File: config.mk
export PLATFORM = sky130hd
export DESIGN_NAME = protobuf_varint_fixed_decoder_top
export DESIGN_NICKNAME = d
export VERILOG_FILES = /design/src/sv/pvd_pkg.sv /design/src/sv/protobuf_varint_fixed_decoder_top.sv /design/src/sv/pvd_in_reg.sv /design/src/sv/pvd_core.sv
export SDC_FILE = /design/constraint.sdc
export NUM_CORES = 1
export LEC_CHECK = 0
export ABC_AREA = 1
export BUFFER_PORTS_ARGS = -buffer_cell sky130_fd_sc_hd__buf_2
export CORE_MARGIN = 10
export CORE_UTILIZATION = 65
export CTS_CLUSTER_SIZE = 8
export DETAILED_ROUTE_END_ITERATION = 12
export PLACE_DENSITY = 0.95
export SYNTH_ARGS = -nofsm -noshare
export SYNTH_HDL_FRONTEND = slang
export SYNTH_HIERARCHICAL = 1
export SYNTH_SLANG_ARGS = --single-unit
export TNS_END_PERCENT = 100
File: constraint.sdc
create_clock -name i_clk -period 7.8 [get_ports i_clk]
set_input_delay 1.17 -clock i_clk [delete_from_list [all_inputs] [get_ports i_clk]]
set_output_delay 1.17 -clock i_clk [all_outputs]
set_load 0.005 [all_outputs]
File: src/sv/pvd_pkg.sv
// Shared types and codes for the protobuf varint/fixed decoder.
// No dependencies.
package pvd_pkg;

    typedef enum logic [2:0] {
        K_VARINT32 = 3'd0,
        K_VARINT64 = 3'd1,
        K_FIXED32  = 3'd2,
        K_FIXED64  = 3'd3,
        K_BOOL     = 3'd4
    } t_kind;

    typedef enum logic [1:0] {
        ST_OK        = 2'd0,
        ST_MALFORMED = 2'd1,
        ST_TRUNCATED = 2'd2
    } t_status;

    // One buffered input byte with its side fields.
    typedef struct packed {
        logic       valid;
        logic [2:0] operation;
        logic [7:0] data_byte;
        logic       end_of_buffer;
    } t_item;

    localparam int unsigned VAL_W   = 64;
    localparam int unsigned CNT_W   = 4;
    localparam int unsigned SHIFT_W = 6;

endpackage

File: src/sv/protobuf_varint_fixed_decoder_top.sv
// Top level of the protobuf varint/fixed wire-value decoder.
// Depends on pvd_pkg, pvd_in_reg and pvd_core.
//
//  channel | direction | handshake              | payload
//  --------+-----------+------------------------+--------------------------------------
//  in      | sink      | i_in_valid / o_in_stall | i_operation, i_data_byte, i_end_of_buffer
//  out     | source    | o_out_valid / i_out_stall | o_value, o_status
//
// One byte per cycle sustained while the result register is not stalled. A byte lands in the input
// register at its transfer edge; the core folds it from there into the result register, and
// o_out_valid rises when the completing byte's result is loaded there.
// Synchronous active-low reset clears the pipeline valids and puts the decoder
// between values. A stalled result holds its register; the input side keeps
// taking bytes until the held byte itself cannot move.
module protobuf_varint_fixed_decoder_top (
    input  logic               i_clk,
    input  logic               i_rst_n,
    input  logic               i_in_valid,
    output logic               o_in_stall,
    input  logic [2:0]         i_operation,
    input  logic [7:0]         i_data_byte,
    input  logic               i_end_of_buffer,
    output logic               o_out_valid,
    input  logic               i_out_stall,
    output logic signed [63:0] o_value,
    output logic [1:0]         o_status
);
    import pvd_pkg::*;

    t_item item;     // byte held in the input register
    logic  adv;      // core can take the held byte this cycle

    pvd_in_reg u_in (
        .i_clk           (i_clk),
        .i_rst_n         (i_rst_n),
        .i_in_valid      (i_in_valid),
        .o_in_stall      (o_in_stall),
        .i_operation     (i_operation),
        .i_data_byte     (i_data_byte),
        .i_end_of_buffer (i_end_of_buffer),
        .i_adv           (adv),
        .o_item          (item)
    );

    // Kind latched on a value's first byte; each byte folded in one step;
    // a completing byte loads the result register with value and status.
    pvd_core u_core (
        .i_clk       (i_clk),
        .i_rst_n     (i_rst_n),
        .i_item      (item),
        .o_adv       (adv),
        .o_out_valid (o_out_valid),
        .i_out_stall (i_out_stall),
        .o_value     (o_value),
        .o_status    (o_status)
    );

endmodule

File: src/sv/pvd_in_reg.sv
// Input register stage of the protobuf decoder.
// Depends on pvd_pkg (t_item).
module pvd_in_reg (
    input  logic          i_clk,
    input  logic          i_rst_n,
    input  logic          i_in_valid,
    output logic          o_in_stall,
    input  logic [2:0]    i_operation,
    input  logic [7:0]    i_data_byte,
    input  logic          i_end_of_buffer,
    input  logic          i_adv,
    output pvd_pkg::t_item o_item
);
    import pvd_pkg::*;

    logic       r_valid;
    logic [2:0] r_operation;
    logic [7:0] r_data_byte;
    logic       r_eob;

    // Held byte blocks new transfers only while the core cannot take it.
    assign o_in_stall = r_valid && !i_adv;

    always_ff @(posedge i_clk) begin
        if (!i_rst_n) begin
            r_valid <= 1'b0;
        end else if (!o_in_stall) begin
            r_valid <= i_in_valid;
        end
    end

    always_ff @(posedge i_clk) begin
        if (i_in_valid && !o_in_stall) begin
            r_operation <= i_operation;
            r_data_byte <= i_data_byte;
            r_eob       <= i_end_of_buffer;
        end
    end

    assign o_item = '{valid: r_valid, operation: r_operation,
                      data_byte: r_data_byte, end_of_buffer: r_eob};

endmodule

File: src/sv/pvd_core.sv
// Decode core: value state, byte fold and result register.
// Depends on pvd_pkg (kinds, status codes, t_item).
module pvd_core (
    input  logic                  i_clk,
    input  logic                  i_rst_n,
    input  pvd_pkg::t_item        i_item,
    output logic                  o_adv,
    output logic                  o_out_valid,
    input  logic                  i_out_stall,
    output logic signed [63:0]    o_value,
    output logic [1:0]            o_status
);
    import pvd_pkg::*;

    logic [VAL_W-1:0]   r_acc,   n_acc;
    logic [CNT_W-1:0]   r_cnt,   n_cnt;
    logic [2:0]         r_kind,  n_kind;
    logic               r_in_value;
    logic               r_res_valid;
    logic [VAL_W-1:0]   r_value, n_value;
    logic [1:0]         r_status;
    t_status            n_status;

    logic               fire;
    logic               first;
    logic [VAL_W-1:0]   acc0;
    logic [CNT_W-1:0]   n;
    logic [SHIFT_W-1:0] sh7;
    logic [SHIFT_W-1:0] sh8;
    logic [VAL_W-1:0]   b7, b8, b4;
    logic               more;
    logic               done;

    assign o_adv = !r_res_valid || !i_out_stall;
    assign fire  = i_item.valid && o_adv;
    assign first = !r_in_value;
    assign acc0  = first ? '0 : r_acc;
    assign n     = first ? '0 : r_cnt;
    assign more  = i_item.data_byte[7];

    // 7*n and 8*n as shift amounts; n never exceeds nine.
    assign sh7 = SHIFT_W'({n, 3'b000} - {3'b000, n});
    assign sh8 = SHIFT_W'({n[2:0], 3'b000});
    assign b7  = {57'b0, i_item.data_byte[6:0]};
    assign b8  = {56'b0, i_item.data_byte};
    assign b4  = {60'b0, i_item.data_byte[3:0]};

    always_comb begin
        n_kind   = first ? i_item.operation : r_kind;
        n_acc    = acc0;
        done     = 1'b0;
        n_status = ST_OK;
        case (n_kind)
            K_VARINT64: begin
                if (n <= CNT_W'(9)) n_acc = acc0 | (b7 << sh7);
                if (!more) begin
                    done = 1'b1;
                end else if (n >= CNT_W'(9)) begin
                    done     = 1'b1;
                    n_status = ST_MALFORMED;
                end
            end
            K_FIXED32: begin
                n_acc = acc0 | (b8 << {1'b0, sh8[4:0]});
                done  = n >= CNT_W'(3);
            end
            K_FIXED64: begin
                n_acc = acc0 | (b8 << sh8);
                done  = n >= CNT_W'(7);
            end
            default: begin
                if (n < CNT_W'(4)) begin
                    n_acc = acc0 | (b7 << sh7);
                end else if (n == CNT_W'(4)) begin
                    n_acc = acc0 | (b4 << 28);
                end
                n_acc = {32'b0, n_acc[31:0]};
                if (!more) begin
                    done = 1'b1;
                end else if (n >= CNT_W'(9)) begin
                    done     = 1'b1;
                    n_status = ST_MALFORMED;
                end
            end
        endcase
        if (!done && i_item.end_of_buffer) begin
            done     = 1'b1;
            n_status = ST_TRUNCATED;
        end
        n_cnt = done ? '0 : n + CNT_W'(1);
    end

    always_comb begin
        case (n_kind)
            K_VARINT64: n_value = (n_status == ST_MALFORMED) ? '0 : n_acc;
            K_FIXED64:  n_value = n_acc;
            K_BOOL:     n_value = {63'b0, |n_acc[31:0]};
            default:    n_value = {{32{n_acc[31]}}, n_acc[31:0]};
        endcase
    end

    always_ff @(posedge i_clk) begin
        if (!i_rst_n) begin
            r_in_value  <= 1'b0;
            r_cnt       <= '0;
            r_kind      <= K_VARINT32;
            r_acc       <= '0;
            r_res_valid <= 1'b0;
        end else begin
            if (fire) begin
                r_in_value <= !done;
                r_cnt      <= n_cnt;
                r_kind     <= n_kind;
                r_acc      <= n_acc;
            end
            if (o_adv) begin
                r_res_valid <= fire && done;
            end
        end
    end

    always_ff @(posedge i_clk) begin
        if (fire && done) begin
            r_value  <= n_value;
            r_status <= n_status;
        end
    end

    assign o_out_valid = r_res_valid;
    assign o_value     = r_value;
    assign o_status    = r_status;

endmodule

# Word-level counts from Yosys, hierarchy flattened
# Cells that the tools add are included.
[totals] reg_bits=152 wordCells=63
[op_classes] shifts=3 bitwise_logic=4 mux=18 eq_ne=6 n_reduce_logical=14 add_sub_neg=2 order_cmp=5
[ops] operator="$pmux 64 s3" n=2
[ops] operator="$mux 64" n=3
[ops] operator="$or 64x64->64" n=3
[ops] operator="$mux 32" n=2
[ops] operator="$shl 7x6->64" n=1
[ops] operator="$shl 8x5->64" n=1
[ops] operator="$shl 8x6->64" n=1
[ops] operator="$or 32x32->32" n=1
[ops] operator="$reduce_or 32->1" n=1
[ops] operator="$mux 4" n=2
[ops] operator="$eq 3x2->1 const B" n=2
[ops] operator="$logic_not 1->1" n=6
[ops] operator="$mux 2" n=3
[ops] operator="$sub 6x4->6" n=1
[ops] operator="$logic_and 1x1->1" n=5
[ops] operator="$add 4x1->4 const B" n=1
[ops] operator="$eq 4x3->1 const B" n=1
[ops] operator="$ge 4x2->1 const B" n=1
[ops] operator="$ge 4x3->1 const B" n=1
[ops] operator="$ge 4x4->1 const B" n=1
[ops] operator="$le 4x4->1 const B" n=1
[ops] operator="$lt 4x3->1 const B" n=1
[ops] operator="$mux 1" n=4
[ops] operator="$eq 3x1->1 const B" n=1
[ops] operator="6 further kinds" n=6

# Logic depth before layout (Yosys ltp)
[logic_depth] depth_word=11 depth_mapped=26 mapped_depth_nobuf=21

# Modules after synthesis
# Netlist, hierarchy kept.
[modules_own_cells] mod="pvd_core" cells_per_inst=1311 n_inst=1 area_per_inst_um2=9186.3
[modules_own_cells] mod="pvd_in_reg" cells_per_inst=22 n_inst=1 area_per_inst_um2=425.4

# Worst setup path before layout
# OpenSTA, ideal clock, no wires.
[synth_path] kind="reg-to-reg" startpoint="register u_core.r_in_value" endpoint="register u_core.r_status[0] (netlist: u_core/o_status[0]) (enable)" arrival_time_ns=4.588 path_buffers=4 stages_incl_launch_ff=16 path_slack_ns=2.717 synth_period_minus_slack_ns=5.083 required_time_ns=7.305 cell_sequence="dfxtp_1 buf_6 nand2_2 buf_6 buf_6 clkbuf_1 ha_1 nand2_1 nand2_1 inv_1 a31oi_1 nand2_1 nand2_1 nand2_1 nor2_1 nor2_1"
[synth_via] elab_chain_cells=9 elab_cells_between_ends=14 cone_classes="3 x order compare; 2 x eq/ne; 6 x mux; 3 x reduce/logical"
[synth_lines] element="from (decl)" line_no="pvd_core.sv:18" source="logic r_in_value;"
[synth_lines] element="from (signal assigned)" line_no="pvd_core.sv:111" source="r_in_value <= !done;"
[synth_lines] element="$mux 4" line_no="pvd_core.sv:38" source="assign n = first ? '0 : r_cnt;"
[synth_lines] element="$ge 4x4->1" line_no="pvd_core.sv:58, pvd_core.sv:80"
[synth_lines] element="$mux 1" line_no="pvd_core.sv:58, pvd_core.sv:80"
[synth_lines] element="$mux 1" line_no="pvd_core.sv:78" source="if (!more) begin"
[synth_lines] element="$pmux 1 s2 *" line_no="pvd_core.sv:53" source="case (n_kind)"
[synth_lines] element="$logic_not 1->1" line_no="pvd_core.sv:86" source="if (!done && i_item.end_of_buffer) begin"
[synth_lines] element="$logic_and 1x1->1" line_no="pvd_core.sv:86"
[synth_lines] element="$mux 1 *" line_no="pvd_core.sv:86"
[synth_lines] element="$logic_and 1x1->1 *" line_no="pvd_core.sv:123" source="if (fire && done) begin"
[synth_lines] element="to (signal assigned)" line_no="pvd_core.sv:125" source="r_status <= n_status;"
[synth_lines] element="to (decl)" line_no="pvd_core.sv:21" source="logic [1:0] r_status;"
# Mark *: on every way between the ends. The rest lies on a longest branch, timed or not.
# A chain may end at the register's enable or synchronous reset.

# Final worst setup path
[layout_path] startpoint="register u_core.r_in_value" endpoint="register u_core.r_value[0] (netlist: u_core/o_value[0]) (data pin)"
[layout_via] elab_chain_cells=11 elab_cells_between_ends=39 cone_classes="1 x add/sub; 5 x order compare; 6 x eq/ne; 3 x shift; 16 x mux; 4 x bitwise; 4 x reduce/logical"
[layout_lines] element="$mux 4" line_no="pvd_core.sv:38"
[layout_lines] element="$ge 4x4->1" line_no="pvd_core.sv:58, pvd_core.sv:80"
[layout_lines] element="$mux 1" line_no="pvd_core.sv:58, pvd_core.sv:80"
[layout_lines] element="$mux 1" line_no="pvd_core.sv:78"
[layout_lines] element="$pmux 1 s2" line_no="pvd_core.sv:53"
[layout_lines] element="$logic_not 1->1" line_no="pvd_core.sv:86"
[layout_lines] element="$logic_and 1x1->1" line_no="pvd_core.sv:86"
[layout_lines] element="$mux 2 *" line_no="pvd_core.sv:86"
[layout_lines] element="net u_core.n_status[0]" line_no="pvd_core.sv:22" source="t_status n_status;"
[layout_lines] element="$eq 2x1->1 *" line_no="pvd_core.sv:95" source="K_VARINT64: n_value = (n_status == ST_MALFORMED) ? '0 : n_acc;"
[layout_lines] element="$mux 64 *" line_no="pvd_core.sv:95"
[layout_lines] element="$pmux 64 s3 *" line_no="pvd_core.sv:94" source="case (n_kind)"
[layout_lines] element="net u_core.n_value[0]" line_no="pvd_core.sv:20" source="logic [VAL_W-1:0] r_value, n_value;"
[layout_lines] element="to (signal assigned)" line_no="pvd_core.sv:124" source="r_value <= n_value;"
[layout_lines] element="to (decl)" line_no="pvd_core.sv:20"
# The timed path passes the listed nets; every way through them passes the cells marked *.

==> impl_metrics.yaml <==
synthesis:
  yosysMostFrequentCell: "nand2_1"
  synth_area_um2: 9610
  ys_warn_count: 6
  synth.top_cell.area_share_pct: 24.4
  synth_cell_types: 42
  synth_common_cells: "nand2_1, o21ai_0, inv_1, nand3_1"
  async_flop_share_pct: 0
  ys_seq_area_share_pct: 39.8
  ys.flop_type: "edfxtp_1"
  yosysTopAreaCell: "edfxtp_1"
  synthTopCellsByArea: "edfxtp_1, dfxtp_1, nand2_1"
  syn-num-nets: 1353
  synth_edf_count: 78
  ys_seq_elements: 152
  synth_cells: 1333
  syn_area_per_cell_um2: 7.21
clocking:
  cts-buffers-inserted: 17
  clkLatencyLatePin_ns: 0.44
  cts.clk_slew.worst_paths_ns: 0.07
  cts_htree_levels: 4
  cts_sinks: 152
  hold_buffers: 0
  cts_tree: "built"
  cts_resized: 0
  clockBufferDepth: 2
  cts-root-buf: "clkbuf_16"
  cts_setup_buffers: 0
die:
  die_area_um2: 20100
  die_y_um: 142
  die_w_um: 142
  io_pins: 84
  core_area_um2: 14500
  start_util_pct: 66.1
  row_count: 44
route:
  drtPass1Iterations: 7
  drc: 0
  wl_per_cell_um: 19.9
  wirelength_mm: 30.8
  drt_iter0_drc: 1836
  ant_nets: 0
  via_per_inst: 6.38
  vias: 9855
placed_design:
  place_area_um2: 9800
  hpwlAfterDp_mm: 21.5
  place_congestion: 1.05
  dp.cells: 1513
  port_buffers: 83
timing:
  setup_viol: 0
  max_freq_ghz: 0.191
  drv_slew: 0
  period_needed_ns: 5.24
  finalSetupTns_ns: 0
  fin_hold_ws_ns: 0.458
  tightest_slew_ns: 1.10
  hold_viol_final: 0
  skew_ns: 0.0125
  max-slew-margin-rel_pct: 26.8
  rsz0062_at_grt: "no"
  min_period_over_period_pct: 67.2
worst_setup_path:
  path_depth: 14
  cp_top_family: "simple AND/OR/NAND/NOR gates"
  rr_endpoint: "u_core/o_value[0]"
  ff2ff_setup_slack_ns: 2.56
  critPathKind: "register to register"
  critPathLaunch: "u_core/r_in_value"
  crit_end: "u_core/o_value[0]"
  path_buf_inv: 3
  start_kind: "register"
  worstPathRequired_ns: 8.00
  arrival_ns: 5.44
  slowest_stage: "dfxtp_2"
  crit_path_end_kind: "register"
  path_max_fanout: 42
  crit_chain: "buf_4 > nand2_2 > ha_1 > nand2_1 > nand2_1 > inv_1 > a31oi_1 > nor3_1 > nand2_1 > nand2_2 > nand2_1 > inv_1 > or2_2 > nand2_1"
  max_stage_delay_ns: 0.92
  r2r-start: "u_core/r_in_value"
  reg2reg_depth: 14
  timing.critical_path.mode_cell: "nand2_1"
global_routing:
  grt_start_max_net_pins: 94
  gr-usage-all-layers_pct: 29.8
  grt_pass1_vias: 8760
  grt_pass1_wl_mm: 47.7
  overflow: 0
  antenna_found_initial: 0
power_and_ir_drop:
  power.total_mw: 1.97
  ir_worst_vdd_mv: 0.170
  power_density_nw_per_um2: 190
  power_leakage_nw: 4.93
layout:
  n_antenna_cell: 0
  nets: 1368
  regArea_um2: 3820
  final-instance-count-excl-fill: 1545
  drive_above_1_share_pct: 15.9
  final_cell_area_um2: 10400
  multi_input_area_um2: 4820
  areaGrowthSynthToFinish_pct: 7.90
  fill_cells: 1130
worst_hold_path:
  worstHoldPathType: "register to register"
job:
  maxCapViolations: 0
outcome:
  status: "finished, final reports clean"
## where the power goes
| part | internal [mW] | switching, mW | total [mW] |
|---|---|---|---|
| Combinational | 0.0671 | 0.192 | 0.259 |
| Sequential | 0.882 | 0.0249 | 0.907 |
| Clock | 0.429 | 0.371 | 0.800 |
## layer usage
layer / wire length [um] / GRT usage [%]
met5: 0 / 0
met4: 1320 / 13.0
met3: 4210 / 8.11
met2: 13100 / 43.1
met1: 12200 / 40.8
## area by class of cell
class,instances,share of cell area [%]
clock inverter,14,1.30
sequential,152,36.9
clock buffer,18,4.23
inverter,126,4.56
tap,184,2.22
multi-input combinational,963,46.4
timing repair buffer,88,4.37
## worst min path at each step
stage               depth (start not counted)  slack, ns             start                to
floorplan                                   2       0.43  u_core/r_kind[0]  u_core/r_kind[0]
global placement                            2       0.44  u_core/r_kind[0]  u_core/r_kind[0]
detailed placement                          2       0.45  u_core/r_kind[1]  u_core/r_kind[1]
CTS                                         2       0.46  u_core/r_kind[1]  u_core/r_kind[1]
global route                                2       0.47  u_core/r_kind[0]  u_core/r_kind[0]
finish                                      2       0.46  u_core/r_kind[1]  u_core/r_kind[1]
## worst min-delay path, delay by kind of cell, from the launching register on
family	cells	cell delay (ns)
compound gates	1	0.06
buf+inv	1	0.06
flops	1	0.30
## cell usage in the layout (no fill, tap or decap), types with 34 or more instances in the layout
| master | instances |
|---|---|
| dfxtp_1 | 73 |
| inv_1 | 109 |
| nand2_1 | 389 |
| o211ai_1 | 38 |
| edfxtp_1 | 78 |
| a21oi_1 | 70 |
| nand3_1 | 82 |
| o21ai_0 | 137 |
| o21ai_2 | 34 |
| nor2_1 | 76 |
| buf_2 | 83 |
## logic make-up (layout without fill, tap and decap cells)
kind of cell             count (synthesis)  after routing  share of synthesized area [%]
AND/OR/NAND/NOR                        626            626                           28.5
adder cells (fa/ha/maj)                  4              4                          0.521
buffers and inverters                  218            246                           10.4
flip-flops                             152            152                           39.8
AO/OA/AOI/OAI                          333            333                           20.9
## metrics by stage
stage | utilization, % | setup WS (ns)
finish | 71.4 | 2.56
global route | 71.4 | 2.19
CTS | 71.4 | 2.65
detailed placement | 67.4 | 2.69
global placement | 67.4 | 2.87
floorplan | - | 2.72
## sequential cells by signal, indices dropped and copies added (netlist names), 2 cells and up
register	count
u_core/o_value	64
u_core/r_acc	64
u_in/r_data_byte	8
u_core/r_cnt	4
u_core/r_kind	3
u_in/r_operation	3
u_core/o_status	2
Power figures use the tool's default switching activity.
